### config.mk
export PLATFORM = sky130hd
export DESIGN_NAME = pwm_capture_duty_meter
export DESIGN_NICKNAME = d
export VERILOG_FILES = /design/src/hdl/pcdm_pkg.sv /design/src/hdl/pwm_capture_duty_meter.sv /design/src/hdl/pcdm_ctrl.sv /design/src/hdl/pcdm_datapath.sv
export SDC_FILE = /design/constraint.sdc
export NUM_CORES = 1
export LEC_CHECK = 0
export BUFFER_PORTS_ARGS = -buffer_cell sky130_fd_sc_hd__buf_4
export CAP_MARGIN = 15
export CORE_AREA = 2 2 126 158
export CTS_BUF_LIST = sky130_fd_sc_hd__clkbuf_8 sky130_fd_sc_hd__clkbuf_16
export CTS_CLUSTER_SIZE = 28
export DETAILED_ROUTE_END_ITERATION = 12
export DIE_AREA = 0 0 128 160
export HOLD_SLACK_MARGIN = 0.15
export PLACE_DENSITY = 0.73
export RECOVER_POWER = 25
export SLEW_MARGIN = 5
export SYNTH_ARGS = -nofsm -noshare
export SYNTH_HDL_FRONTEND = slang
export SYNTH_SLANG_ARGS = --single-unit
### constraint.sdc
create_clock -name clk_i -period 5.14 [get_ports clk_i]
set_input_delay 0.771 -clock clk_i [delete_from_list [all_inputs] [get_ports clk_i]]
set_output_delay 0.771 -clock clk_i [all_outputs]
set_load 0.02 [all_outputs]
### src/hdl/pcdm_pkg.sv
// ============================================================================
// pcdm_pkg
// Shared types and constants of the PWM capture duty meter.
// ============================================================================
package pcdm_pkg;

  // Field widths.
  localparam int unsigned CaptureWidth = 16;
  localparam int unsigned TotalWidth   = CaptureWidth + 1;
  localparam int unsigned DutyWidth    = 7;

  // Duty is expressed in whole percent.
  localparam int unsigned DutyScale    = 100;

  // Restoring divider: one quotient bit per cycle.
  localparam int unsigned DivSteps     = DutyWidth;
  localparam int unsigned StepWidth    = $clog2(DivSteps);
  localparam int unsigned NumWidth     = CaptureWidth + DutyWidth;

  // Stream payload widths, padded to whole bytes.
  localparam int unsigned InDataWidth  = 16;
  localparam int unsigned OutDataWidth = 64;

  // Commands from the controller to the datapath.
  typedef struct packed {
    logic                 update;    // Take a capture transaction.
    logic                 prepare;   // Form numerator and shifted divisor.
    logic                 div_step;  // Produce one quotient bit.
    logic                 load_out;  // Move the finished result to the output.
  } pcdm_cmd_t;

  // Status from the datapath to the controller.
  typedef struct packed {
    logic out_busy;  // Output register holds a result that is not taken now.
  } pcdm_status_t;

endpackage

### src/hdl/pwm_capture_duty_meter.sv
// ============================================================================
// pwm_capture_duty_meter
// PWM duty measurement from timer input-capture events.
// ============================================================================
// Each input transaction carries one 16-bit timer capture. Captures alternate
// between rising and falling edges, starting with a rising edge after reset;
// each produces exactly one result with the next edge to arm, the on, off
// and total periods, and the duty in truncated whole percent. A zero total
// period gives duty 0 with duty_valid low. One capture is processed at a
// time. The period registers update at the accepting edge, then follow the
// multiply step, the bit-serial restoring divider that forms the 7-bit duty
// and a step that loads the output register. The next capture is accepted
// once the result is loaded, even while the result still waits in the
// output register; only if the previous result has not been taken when the
// new one is ready does the block stall until it is.
// ============================================================================
module pwm_capture_duty_meter (
  input  logic                                clk_i,
  input  logic                                rst_ni,
  // tdata: [15:0] capture_time
  input  logic                                s_axis_tvalid_i,
  output logic                                s_axis_tready_o,
  input  logic [pcdm_pkg::InDataWidth-1:0]    s_axis_tdata_i,
  // tdata: [0] next_edge_falling, [16:1] on_period, [32:17] off_period,
  // [49:33] total_period, [56:50] duty_percent, [57] duty_valid, rest zero
  output logic                                m_axis_tvalid_o,
  input  logic                                m_axis_tready_i,
  output logic [pcdm_pkg::OutDataWidth-1:0]   m_axis_tdata_o
);

  pcdm_pkg::pcdm_cmd_t    cmd;
  pcdm_pkg::pcdm_status_t status;

  pcdm_ctrl u_ctrl (
    .clk_i      (clk_i),
    .rst_ni     (rst_ni),
    .in_valid_i (s_axis_tvalid_i),
    .in_ready_o (s_axis_tready_o),
    .status_i   (status),
    .cmd_o      (cmd)
  );

  pcdm_datapath u_datapath (
    .clk_i          (clk_i),
    .rst_ni         (rst_ni),
    .capture_time_i (s_axis_tdata_i[pcdm_pkg::CaptureWidth-1:0]),
    .cmd_i          (cmd),
    .status_o       (status),
    .out_valid_o    (m_axis_tvalid_o),
    .out_ready_i    (m_axis_tready_i),
    .out_data_o     (m_axis_tdata_o)
  );

endmodule

### src/hdl/pcdm_ctrl.sv
// ============================================================================
// pcdm_ctrl
// Controller that sequences update, divide and output of one capture event.
// ============================================================================
module pcdm_ctrl (
  input  logic                   clk_i,
  input  logic                   rst_ni,
  input  logic                   in_valid_i,
  output logic                   in_ready_o,
  input  pcdm_pkg::pcdm_status_t status_i,
  output pcdm_pkg::pcdm_cmd_t    cmd_o
);

  localparam logic [1:0] StIdle = 2'd0;
  localparam logic [1:0] StPrep = 2'd1;
  localparam logic [1:0] StDiv  = 2'd2;
  localparam logic [1:0] StOut  = 2'd3;

  localparam logic [pcdm_pkg::StepWidth-1:0] LastStep =
    pcdm_pkg::StepWidth'(pcdm_pkg::DivSteps - 1);

  logic [1:0]                    state_q, state_d;
  logic [pcdm_pkg::StepWidth-1:0] step_q, step_d;

  // Next-state and command logic.
  always_comb begin
    state_d    = state_q;
    step_d     = step_q;
    in_ready_o = 1'b0;
    cmd_o      = '0;
    case (state_q)
      StIdle: begin
        in_ready_o = 1'b1;
        if (in_valid_i) begin
          cmd_o.update = 1'b1;
          state_d      = StPrep;
        end
      end
      StPrep: begin
        cmd_o.prepare = 1'b1;
        step_d        = '0;
        state_d       = StDiv;
      end
      StDiv: begin
        cmd_o.div_step = 1'b1;
        step_d         = step_q + 1'b1;
        if (step_q == LastStep) begin
          state_d = StOut;
        end
      end
      StOut: begin
        if (!status_i.out_busy) begin
          cmd_o.load_out = 1'b1;
          state_d        = StIdle;
        end
      end
      default: begin
        state_d = StIdle;
      end
    endcase
  end

  // State registers.
  always_ff @(posedge clk_i or negedge rst_ni) begin
    if (!rst_ni) begin
      state_q <= StIdle;
      step_q  <= '0;
    end else begin
      state_q <= state_d;
      step_q  <= step_d;
    end
  end

endmodule

### src/hdl/pcdm_datapath.sv
// ============================================================================
// pcdm_datapath
// Period registers, duty multiplier, restoring divider and output register.
// ============================================================================
module pcdm_datapath (
  input  logic                                  clk_i,
  input  logic                                  rst_ni,
  input  logic [pcdm_pkg::CaptureWidth-1:0]     capture_time_i,
  input  pcdm_pkg::pcdm_cmd_t                   cmd_i,
  output pcdm_pkg::pcdm_status_t                status_o,
  output logic                                  out_valid_o,
  input  logic                                  out_ready_i,
  output logic [pcdm_pkg::OutDataWidth-1:0]     out_data_o
);

  localparam int unsigned CW = pcdm_pkg::CaptureWidth;
  localparam int unsigned TW = pcdm_pkg::TotalWidth;
  localparam int unsigned DW = pcdm_pkg::DutyWidth;
  localparam int unsigned NW = pcdm_pkg::NumWidth;
  localparam int unsigned PadWidth = pcdm_pkg::OutDataWidth - (1 + 3 * CW + 1 + DW + 1);

  logic          awaiting_falling_q;
  logic [CW-1:0] prev_capture_q;
  logic [CW-1:0] high_time_q;
  logic [CW-1:0] low_time_q;
  logic [CW-1:0] delta;
  logic [TW-1:0] total;

  logic [NW-1:0] rem_q;
  logic [NW-1:0] div_q;
  logic [DW-1:0] quo_q;
  logic          rem_ge;

  logic                              out_valid_q;
  logic [pcdm_pkg::OutDataWidth-1:0] out_data_q;
  logic                              duty_valid;

  // Period difference wraps modulo the timer width.
  assign delta      = capture_time_i - prev_capture_q;
  assign total      = TW'(high_time_q) + TW'(low_time_q);
  assign duty_valid = (total != '0);
  assign rem_ge     = (rem_q >= div_q);

  // Measurement state, updated once per capture transaction.
  always_ff @(posedge clk_i or negedge rst_ni) begin
    if (!rst_ni) begin
      awaiting_falling_q <= 1'b0;
      prev_capture_q     <= '0;
      high_time_q        <= '0;
      low_time_q         <= '0;
    end else if (cmd_i.update) begin
      if (!awaiting_falling_q) begin
        low_time_q <= delta;
      end else begin
        high_time_q <= delta;
      end
      awaiting_falling_q <= ~awaiting_falling_q;
      prev_capture_q     <= capture_time_i;
    end
  end

  // Duty division: numerator on*100, divisor total aligned to the top
  // quotient bit, one compare and subtract per step.
  always_ff @(posedge clk_i) begin
    if (cmd_i.prepare) begin
      rem_q <= NW'(high_time_q) * NW'(pcdm_pkg::DutyScale);
      div_q <= {total, {(NW - TW){1'b0}}};
      quo_q <= '0;
    end else if (cmd_i.div_step) begin
      if (rem_ge) begin
        rem_q <= rem_q - div_q;
      end
      quo_q <= {quo_q[DW-2:0], rem_ge};
      div_q <= div_q >> 1;
    end
  end

  // Output register: holds one result until the consumer takes it.
  always_ff @(posedge clk_i or negedge rst_ni) begin
    if (!rst_ni) begin
      out_valid_q <= 1'b0;
    end else if (cmd_i.load_out) begin
      out_valid_q <= 1'b1;
    end else if (out_ready_i) begin
      out_valid_q <= 1'b0;
    end
  end

  always_ff @(posedge clk_i) begin
    if (cmd_i.load_out) begin
      out_data_q <= {{PadWidth{1'b0}},
                     duty_valid,
                     duty_valid ? quo_q : {DW{1'b0}},
                     total,
                     low_time_q,
                     high_time_q,
                     awaiting_falling_q};
    end
  end

  assign status_o.out_busy = out_valid_q & ~out_ready_i;
  assign out_valid_o       = out_valid_q;
  assign out_data_o        = out_data_q;

endmodule

Word level (Yosys, flattened, before mapping)
Cells that the tools add are included.
{"block": "op_classes", "add_sub_neg": 4, "mul": 1, "order_cmp": 1, "n_eq_ne": 7, "n_mux": 19, "n_bitwise": 3, "reduce_logical": 11}
{"operator": "$mux W23", "n": 5}
{"operator": "$ge A23 B23 Y1", "n": 1}
{"operator": "$sub A23 B23 Y23", "n": 1}
{"operator": "$mul A16 B5 Y21 const B", "n": 1}
{"operator": "$add A16 B16 Y17", "n": 1}
{"operator": "$reduce_bool A17 Y1", "n": 1}
{"operator": "$sub A16 B16 Y16", "n": 1}
{"operator": "$mux W1", "n": 9}
{"operator": "$pmux W2 S4", "n": 1}
{"operator": "$reduce_and A2 Y1", "n": 4}
{"operator": "$reduce_bool A2 Y1", "n": 4}
{"operator": "$mux W2", "n": 3}
{"operator": "$pmux W3 S2", "n": 1}
{"operator": "$eq A2 B2 Y1 const B", "n": 2}
{"operator": "$ne A2 B2 Y1 const B", "n": 2}
{"operator": "$add A3 B1 Y3 const B", "n": 1}
{"operator": "$eq A3 B3 Y1 const B", "n": 1}
{"operator": "$reduce_and A3 Y1", "n": 1}
{"operator": "$eq A2 B1 Y1 const B", "n": 1}
{"operator": "$logic_not A2 Y1", "n": 1}
{"operator": "$ne A2 B1 Y1 const B", "n": 1}
{"operator": "$not A1 Y1", "n": 2}
{"operator": "$and A1 B1 Y1", "n": 1}
{"block": "word_totals", "ff_bits": 166, "wordCells": 60}

Longest topological paths before layout
Gate-level depths: netlist of run 1.
{"block": "depth", "depth_word": 5, "mapped_depth": 14, "depth_no_buf": 14}

By module
A second synthesis of run 1 with hierarchy kept.
{"block": "unflattened", "cells_unflattened": 1022, "hier_area_um2": 10421.2}
{"module": "pcdm_datapath", "instances": 1, "cells_per_inst": 990, "area_each_um2": 10099.7}
{"module": "pcdm_ctrl", "instances": 1, "cells_per_inst": 32, "area_each_um2": 321.6}

Worst setup path after synthesis of run 1
OpenSTA, ideal clock, no wires.
{"block": "synth_path", "kind": "flip-flop to flip-flop", "from": "register u_datapath.high_time_q[7]", "to": "register u_datapath.rem_q[22] (data pin)", "setup_time_ns": 0.256, "t_arrival_ns": 3.403, "required_time_ns": 4.884, "path_slack_ns": 1.480, "stages_incl_launch_ff": 15, "path_buffers": 0, "synth_period_minus_slack_ns": 3.660, "path_cell_list": "dfrtp_1 -> ha_1 -> ha_1 -> inv_1 -> fa_1 -> inv_1 -> ha_1 -> a21o_1 -> a2111oi_0 -> a21boi_0 -> o31ai_1 -> a21o_1 -> a21oi_1 -> xnor2_1 -> a22o_1"}
{"block": "synth_between", "elab_chain_cells": 2}
{"item": "start: declaration", "line_no": "pcdm_datapath.sv:24", "text": "logic [CW-1:0] high_time_q;"}
{"item": "start signal: assignment", "line_no": "pcdm_datapath.sv:55", "text": "high_time_q <= delta;"}
{"item": "$mul A16 B5 Y21", "line_no": "pcdm_datapath.sv:66", "text": "rem_q <= NW'(high_time_q) * NW'(pcdm_pkg::DutyScale);"}
{"item": "$mux W23", "line_no": "pcdm_datapath.sv:65", "text": "if (cmd_i.prepare) begin"}
{"item": "end signal: assignment", "line_no": "pcdm_datapath.sv:66"}
{"item": "end signal: assignment", "line_no": "pcdm_datapath.sv:71", "text": "rem_q <= rem_q - div_q;"}
{"item": "end: declaration", "line_no": "pcdm_datapath.sv:29", "text": "logic [NW-1:0] rem_q;"}
No other way between the ends.
A chain may end at the register's enable or synchronous reset.

Worst setup path in the final report of run 1
Same ends and word-level chain as after synthesis.

==> reports/metrics.cfg, run 1 <==
[yosys]
synth_compound_area_share_pct=14.8
synth_area_um2=10200
async_flop_share_pct=33.1
avgSynthCellArea_um2=10.5
yosys.area_share.simple_pct=10.9
yosys_warnings=0
yosysTopAreaCell=edfxtp_1
synth_cell_types=63
ys_ff_latch=166
synth_top_family_by_area=adder cells
synth-adder-area-share_pct=16.4
ys_seq_area_share_pct=44.5
synth_flop_cell=edfxtp_1
synth_cells=978
yosysMostFrequentCell=ha_1
synth_edf_count=96
synth_common_cells=ha_1, inv_1, edfxtp_1
yosys.area_share.xor_xnor_pct=4.70
synth_mux_area_share_pct=3.33
synth_top_cell_area_share_pct=28.1
yosys-top-cells-area=edfxtp_1, ha_1, dfrtp_1, inv_1, o21ai_0

[worst_hold_path]
holdPathStages=2
min_path_type=flip-flop to flip-flop
min-delay-start=u_datapath.rem_q[0]$_SDFFE_PP0P_

[timing]
clock-skew-final_ns=0.0121
max_freq_mhz=252
setup_viol=0
drv_slew=80
finalHoldViolations=0
slew_headroom_pct=-102
rsz0062_at_grt=no
hold_ws_ns=0.469
setup_tns_ns=0
min_period_ns=3.97
worst_slack_ns=1.17
timing.final.crit_share_pct=77.3
worst_pin_slew_ns=3.02

[placement]
place.gp.congestion=0.934
portBuffers=79
dpl.hpwl_mm=16.5
post-place-ws_ns=1.20

[clock_network]
clock-sinks=166
clockBufferDepth=2
tritoncts=yes
cts_max_level=4
holdBufCountCts=0
clk_latency_ns=0.44
clk_pin_slew_ns=0.07
post-cts-setup-buffers=0
root_buffer=clkbuf_16
cts_resized=0
numCtsBuffers=17

[setup_path]
cp.arrival_ns=4.16
worst-setup-path-type=flip-flop to flip-flop
endpoint_kind=flip-flop
cp_max_fo=6
startpoint=u_datapath.high_time_q[7]$_DFFE_PN0P_
critPathLaunchType=flip-flop
r2r-start=u_datapath.high_time_q[7]$_DFFE_PN0P_
worstPathRequired_ns=5.33
rr_worst_depth=14

[global_route]
grt_usage_pct=22.0
antenna_found_initial=0
overflow=0
grt_start_max_net_pins=56
grt_pass1_vias=7223
grt_pass1_wl_mm=35.4

[routing]
vias=7427
drt_wl_total_mm=21.9
dr.pass1.iters=5
viasPerCell=5.70
drcViolationCount=0
avgRoutedWirePerCell_um=16.8
postRouteAntennaNets=0
drt_iter0_markers=550

[floorplan]
dieArea_um2=20500
die_y_um=160
die_w_um=128
initial_core_util_pct=53.6
core_um2=19100
floorplan.rows=57
num_io_pins=86

[finish]
drive_above_1_share_pct=13.2
area_growth_pct=13.0
nFillCells=1641
nets=1200
antenna_cells=0

[outcome]
status=finished with violations
violations=capacitance limit, slew limit

[run]
drv_cap=2

## flip-flops by register name, summed over array words and instances (netlist names)
| register | count |
|---|---|
| u_datapath.out_data_o | 58 |
| u_datapath.div_q | 23 |
| u_datapath.rem_q | 23 |
| u_datapath.high_time_q | 16 |
| u_datapath.low_time_q | 16 |
| u_datapath.prev_capture_q | 16 |
| u_datapath.quo_q | 7 |
| u_ctrl.step_q | 3 |
| u_ctrl.state_q | 2 |
| u_datapath.awaiting_falling_q | 1 |
| u_datapath.out_valid_o | 1 |
## final timing paths
path	to	slack [ns]
max	u_datapath.rem_q[22]$_DFFE_PP_	1.17
min	u_datapath.rem_q[0]$_SDFFE_PP0P_	0.47
max reg2reg	u_datapath.rem_q[22]$_DFFE_PP_	1.17
min reg2reg	u_datapath.rem_q[0]$_SDFFE_PP0P_	0.47
max in group asynchronous	u_datapath.high_time_q[0]$_DFFE_PN0P_	2.11
min in group asynchronous	u_datapath.low_time_q[14]$_DFFE_PN0P_	1.32
## layout make-up
cell class | instances | area, um2 | share of cell area [%]
Clock buffer | 17 | 425 | 3.68
Clock inverter | 15 | 100 | 0.865
Inverter | 105 | 394 | 3.41
Multi-Input combinational cell | 679 | 5160 | 44.6
Sequential cell | 166 | 4560 | 39.4
Tap cell | 236 | 295 | 2.55
Timing Repair Buffer | 85 | 634 | 5.48
## worst max-delay path, stage by stage, from the launching register on
cell and delay, ns:
dfrtp_1 0.44, ha_1 0.33, ha_1 0.28, inv_1 0.05, fa_1 0.49, inv_1 0.04
ha_1 0.34, a21o_1 0.21, a2111oi_0 0.37, a21boi_0 0.33, o31ai_1 0.17, a21o_1 0.20
a21oi_1 0.16, xnor2_1 0.08, a22o_1 0.23
## cells in the final DEF (no fill, tap or decap), types with 5 or more instances in the layout
cell type  instances
ha_1             111
inv_1            106
edfxtp_1          96
buf_4             84
nand2_1           70
o21ai_0           66
nor2_1            55
dfrtp_1           55
a21oi_1           43
xor2_1            28
xnor2_1           27
nand3_1           25
nor3_1            20
a22o_1            20
mux2_2            17
clkbuf_16         17
nor2b_1           16
mux2i_1           15
dfxtp_1           15
fa_1              14
a21o_1            12
o31ai_1           12
o21a_1            10
o21bai_1          10
nand2b_1           8
and3_1             7
a211oi_1           7
o211ai_1           6
and2_1             6
conb_1             6
a31oi_1            5
a311oi_1           5
or3_1              5
inv_6              5
## through the flow
step	area [um2]	utilization [%]	cells
CTS	11600	60.6	1303
floorplan	10300	-	983
global placement	11100	57.8	1271
global route	11600	60.6	1303
detailed placement	11100	57.8	1271
finish	11600	60.6	1303
## logic make-up after synthesis
| family | Yosys count |
|---|---|
| AND/OR/NAND/NOR | 232 |
| AO/OA/AOI/OAI | 228 |
| XOR/XNOR | 55 |
| buffers and inverters | 138 |
| flip-flops | 166 |
| multiplexers | 32 |
| adder cells (fa/ha/maj) | 126 |
| other | 1 |
## per-layer routing
layer	vias up	GRT usage [%]	routed length (um)	share of wire (%)
li1	3645	-	-	-
met1	3556	27.9	9330	43
met2	178	37.7	10900	50
met3	48	3.42	889	4.1
met4	0	9.04	684	3.1
met5	-	0	0	0
Power of run 1 is not shown: default switching activity piles up to over one toggle a cycle in this logic, so the estimate is an artifact.
==> inputs of run 2 (changes only) <==
- ABC_AREA: default -> 1
- CORE_AREA: 2 2 126 158 -> 2 2 129 162
- DIE_AREA: 0 0 128 160 -> 0 0 131 164
- clock period: 5.14 -> 4.1 ns (I/O delays scaled with it)
==> run 2 against run 1 <==
  * The run still ends with capacitance limit, slew limit left
  * Sequential share of layout area decreased by 2.3 points
  * Hold slack got worse by 0.040 ns
  * Setup slack got worse by 0.37 ns
  * Critical path type unchanged
  * Fmax increased by 20%
==> reports/metrics.cfg, run 2 <==
[routing]
dr_wl_met2_mm=13.6  ; +24%
postRouteAntennaNets=0  ; unchanged
drt_wl_total_mm=26.4  ; +21%
viasPerCell=5.31  ; -6.8%
avgRoutedWirePerCell_um=16.2  ; -3.2%
top_layer=met4
drcViolationCount=0  ; unchanged
dr.pass1.iters=5  ; unchanged
met3_length_um=889  ; unchanged
drt_iter0_markers=504  ; -8.4%
vias=8642  ; +16%
drt-met1-wl_mm=11.2  ; +20%

[finish]
largest_reg_flops=58  ; unchanged
nets=1489  ; +24%
drive_above_1_share_pct=12.8  ; -0.46 points
antenna_cells=0  ; unchanged
mostFrequentLayoutCells=nand2_1, inv_1, ha_1, edfxtp_1, a21oi_1
mostFrequentLayoutCell=nand2_1
area_growth_pct=13.4

[timing]
worst_pin_slew_ns=3.11  ; +0.0834 ns
min_period_ns=3.30  ; -0.674 ns
setup_viol=0  ; unchanged
slew_headroom_pct=-107  ; -5.6 points
rsz0062_at_grt=no
clock-skew-final_ns=0.0118  ; -0.000294 ns
drv_slew=56  ; -30%
max_freq_mhz=303  ; +20%
setup_tns_ns=0  ; unchanged
finalHoldViolations=0  ; unchanged
timing.final.crit_share_pct=80.5  ; +3.2 points

[clock_network]
cts_resized=0  ; unchanged
clk_latency_ns=0.43  ; about the same
numCtsBuffers=17  ; unchanged
root_buffer=clkbuf_16
clockBufferDepth=2  ; unchanged
clk_pin_slew_ns=0.07  ; about the same
cts_max_level=4  ; unchanged
holdBufCountCts=0  ; unchanged
clock-sinks=166  ; unchanged
post-cts-setup-buffers=0  ; unchanged
tritoncts=yes

[setup_path]
endpoint_kind=flip-flop
worst-setup-path-type=flip-flop to flip-flop
crit_buf_inv=2  ; unchanged
critPathLaunchType=flip-flop
cp.arrival_ns=3.48  ; -0.68 ns
crit_chain=ha_1 > ha_1 > inv_1 > fa_1 > inv_1 > ha_1 > a21o_1 > nand2_1 > a21oi_1 > nor3_1 > nand2_1 > o21ai_0 > o21ai_2
cp_max_fo=6  ; unchanged
cpMostUsedCell=ha_1
slowest_delay_ns=0.50  ; about the same
slowest_stage=fa_1
crit_family=adder cells
worstPathRequired_ns=4.28  ; -1.05 ns

[placement]
portBuffers=79  ; unchanged
dpl.hpwl_mm=21.0  ; +27%
place.gp.congestion=0.998  ; +6.8%

[global_route]
grt_pass1_wl_mm=42.7  ; +21%
grt_usage_pct=25.9  ; +3.9 points
antenna_found_initial=0  ; unchanged
grt_start_max_net_pins=56  ; unchanged
overflow=0  ; unchanged
grt_pass1_vias=8513  ; +18%

[yosys]
synth_area_um2=10800  ; +5.8%
yosysMostFrequentCell=nand2_1
synth_cell_types=48  ; -24%
synth_flop_cell=edfxtp_1
synth_cells=1260  ; +29%
ys_seq_area_share_pct=42.1  ; -2.4 points
avgSynthCellArea_um2=8.60  ; -18%
ys_ff_latch=166  ; unchanged
yosys-top-cells-area=edfxtp_1, ha_1, dfrtp_1, nand2_1, inv_1
synth_top_cell_area_share_pct=26.6  ; -1.5 points
async_flop_share_pct=33.1  ; unchanged
yosys_warnings=0  ; unchanged
synth_common_cells=nand2_1, inv_1, ha_1
synth_edf_count=96  ; unchanged
yosysTopAreaCell=edfxtp_1

[outcome]
violations=capacitance limit, slew limit
status=finished with violations

[run]
drv_cap=1  ; -1

[worst_hold_path]
min_path_type=input pin to flip-flop

[floorplan]
core_um2=20000  ; +4.4%
dieArea_um2=21500  ; +4.9%
die_y_um=164  ; +2.5%
initial_core_util_pct=54.3  ; +0.71 points
floorplan.rows=58  ; +1.8%
die_w_um=131  ; +2.3%
num_io_pins=86  ; unchanged

run 2: final cells by class:
cell class              count  area, um2
flip-flops and latches    166       4560
inverters                 211        792
multi-input cells         863       5380
well taps                 270        338
repair buffers             84        636
clock buffers              18        450
fillers                  1759       7670
clock inverters            14        133
run 2: final timing paths:
path	from	end	slack [ns]	cells past startpoint
hold / removal	s_axis_tdata_i[15]	u_datapath.prev_capture_q[15]$_DFFE_PN0P_	0.43	2
setup reg to reg	u_datapath.high_time_q[7]$_DFFE_PN0P_	u_datapath.rem_q[20]$_DFFE_PP_	0.80	13
min in group asynchronous	rst_ni	u_datapath.out_valid_o$_DFFE_PN0P_	1.19	1
max in group asynchronous	rst_ni	u_datapath.high_time_q[1]$_DFFE_PN0P_	1.14	1
setup / recovery	u_datapath.high_time_q[7]$_DFFE_PN0P_	u_datapath.rem_q[20]$_DFFE_PP_	0.80	13
hold reg to reg	u_datapath.rem_q[0]$_SDFFE_PP0P_	u_datapath.rem_q[0]$_SDFFE_PP0P_	0.49	2
run 2: cells by family after synthesis:
kind of cell / after synthesis / share of synthesized area [%]
buf+inv: 236 / 8.57
fa+ha+maj: 126 / 15.5
xor+xnor: 35 / 2.83
other cells: 1 / 0.0346
mux: 1 / 0.104
flops: 166 / 42.1
simple gates: 473 / 19.0
compound gates: 222 / 11.9
run 2: per-layer routing:
layer,GRT usage (%),vias to the layer above
li1,-,4340
met1,31.8,4061
met2,46.4,202
met3,3.68,39
met4,8.56,0
met5,0,-
run 2: stage by stage:
step | cells | instance area (um2) | hold slack [ns] | setup WS [ns] | utilization, %
2_1_floorplan | 1265 | 10900 | 0.319 | 0.145 | -
3_3_place_gp | 1594 | 11700 | 0.466 | 0.844 | 58.7
3_5_place_dp | 1594 | 11700 | 0.478 | 0.860 | 58.7
4_1_cts | 1626 | 12300 | 0.258 | 0.785 | 61.6
5_1_grt | 1626 | 12300 | 0.425 | 0.486 | 61.6
6_report | 1626 | 12300 | 0.429 | 0.799 | 61.6
Power of run 2 is left out for the same reason.
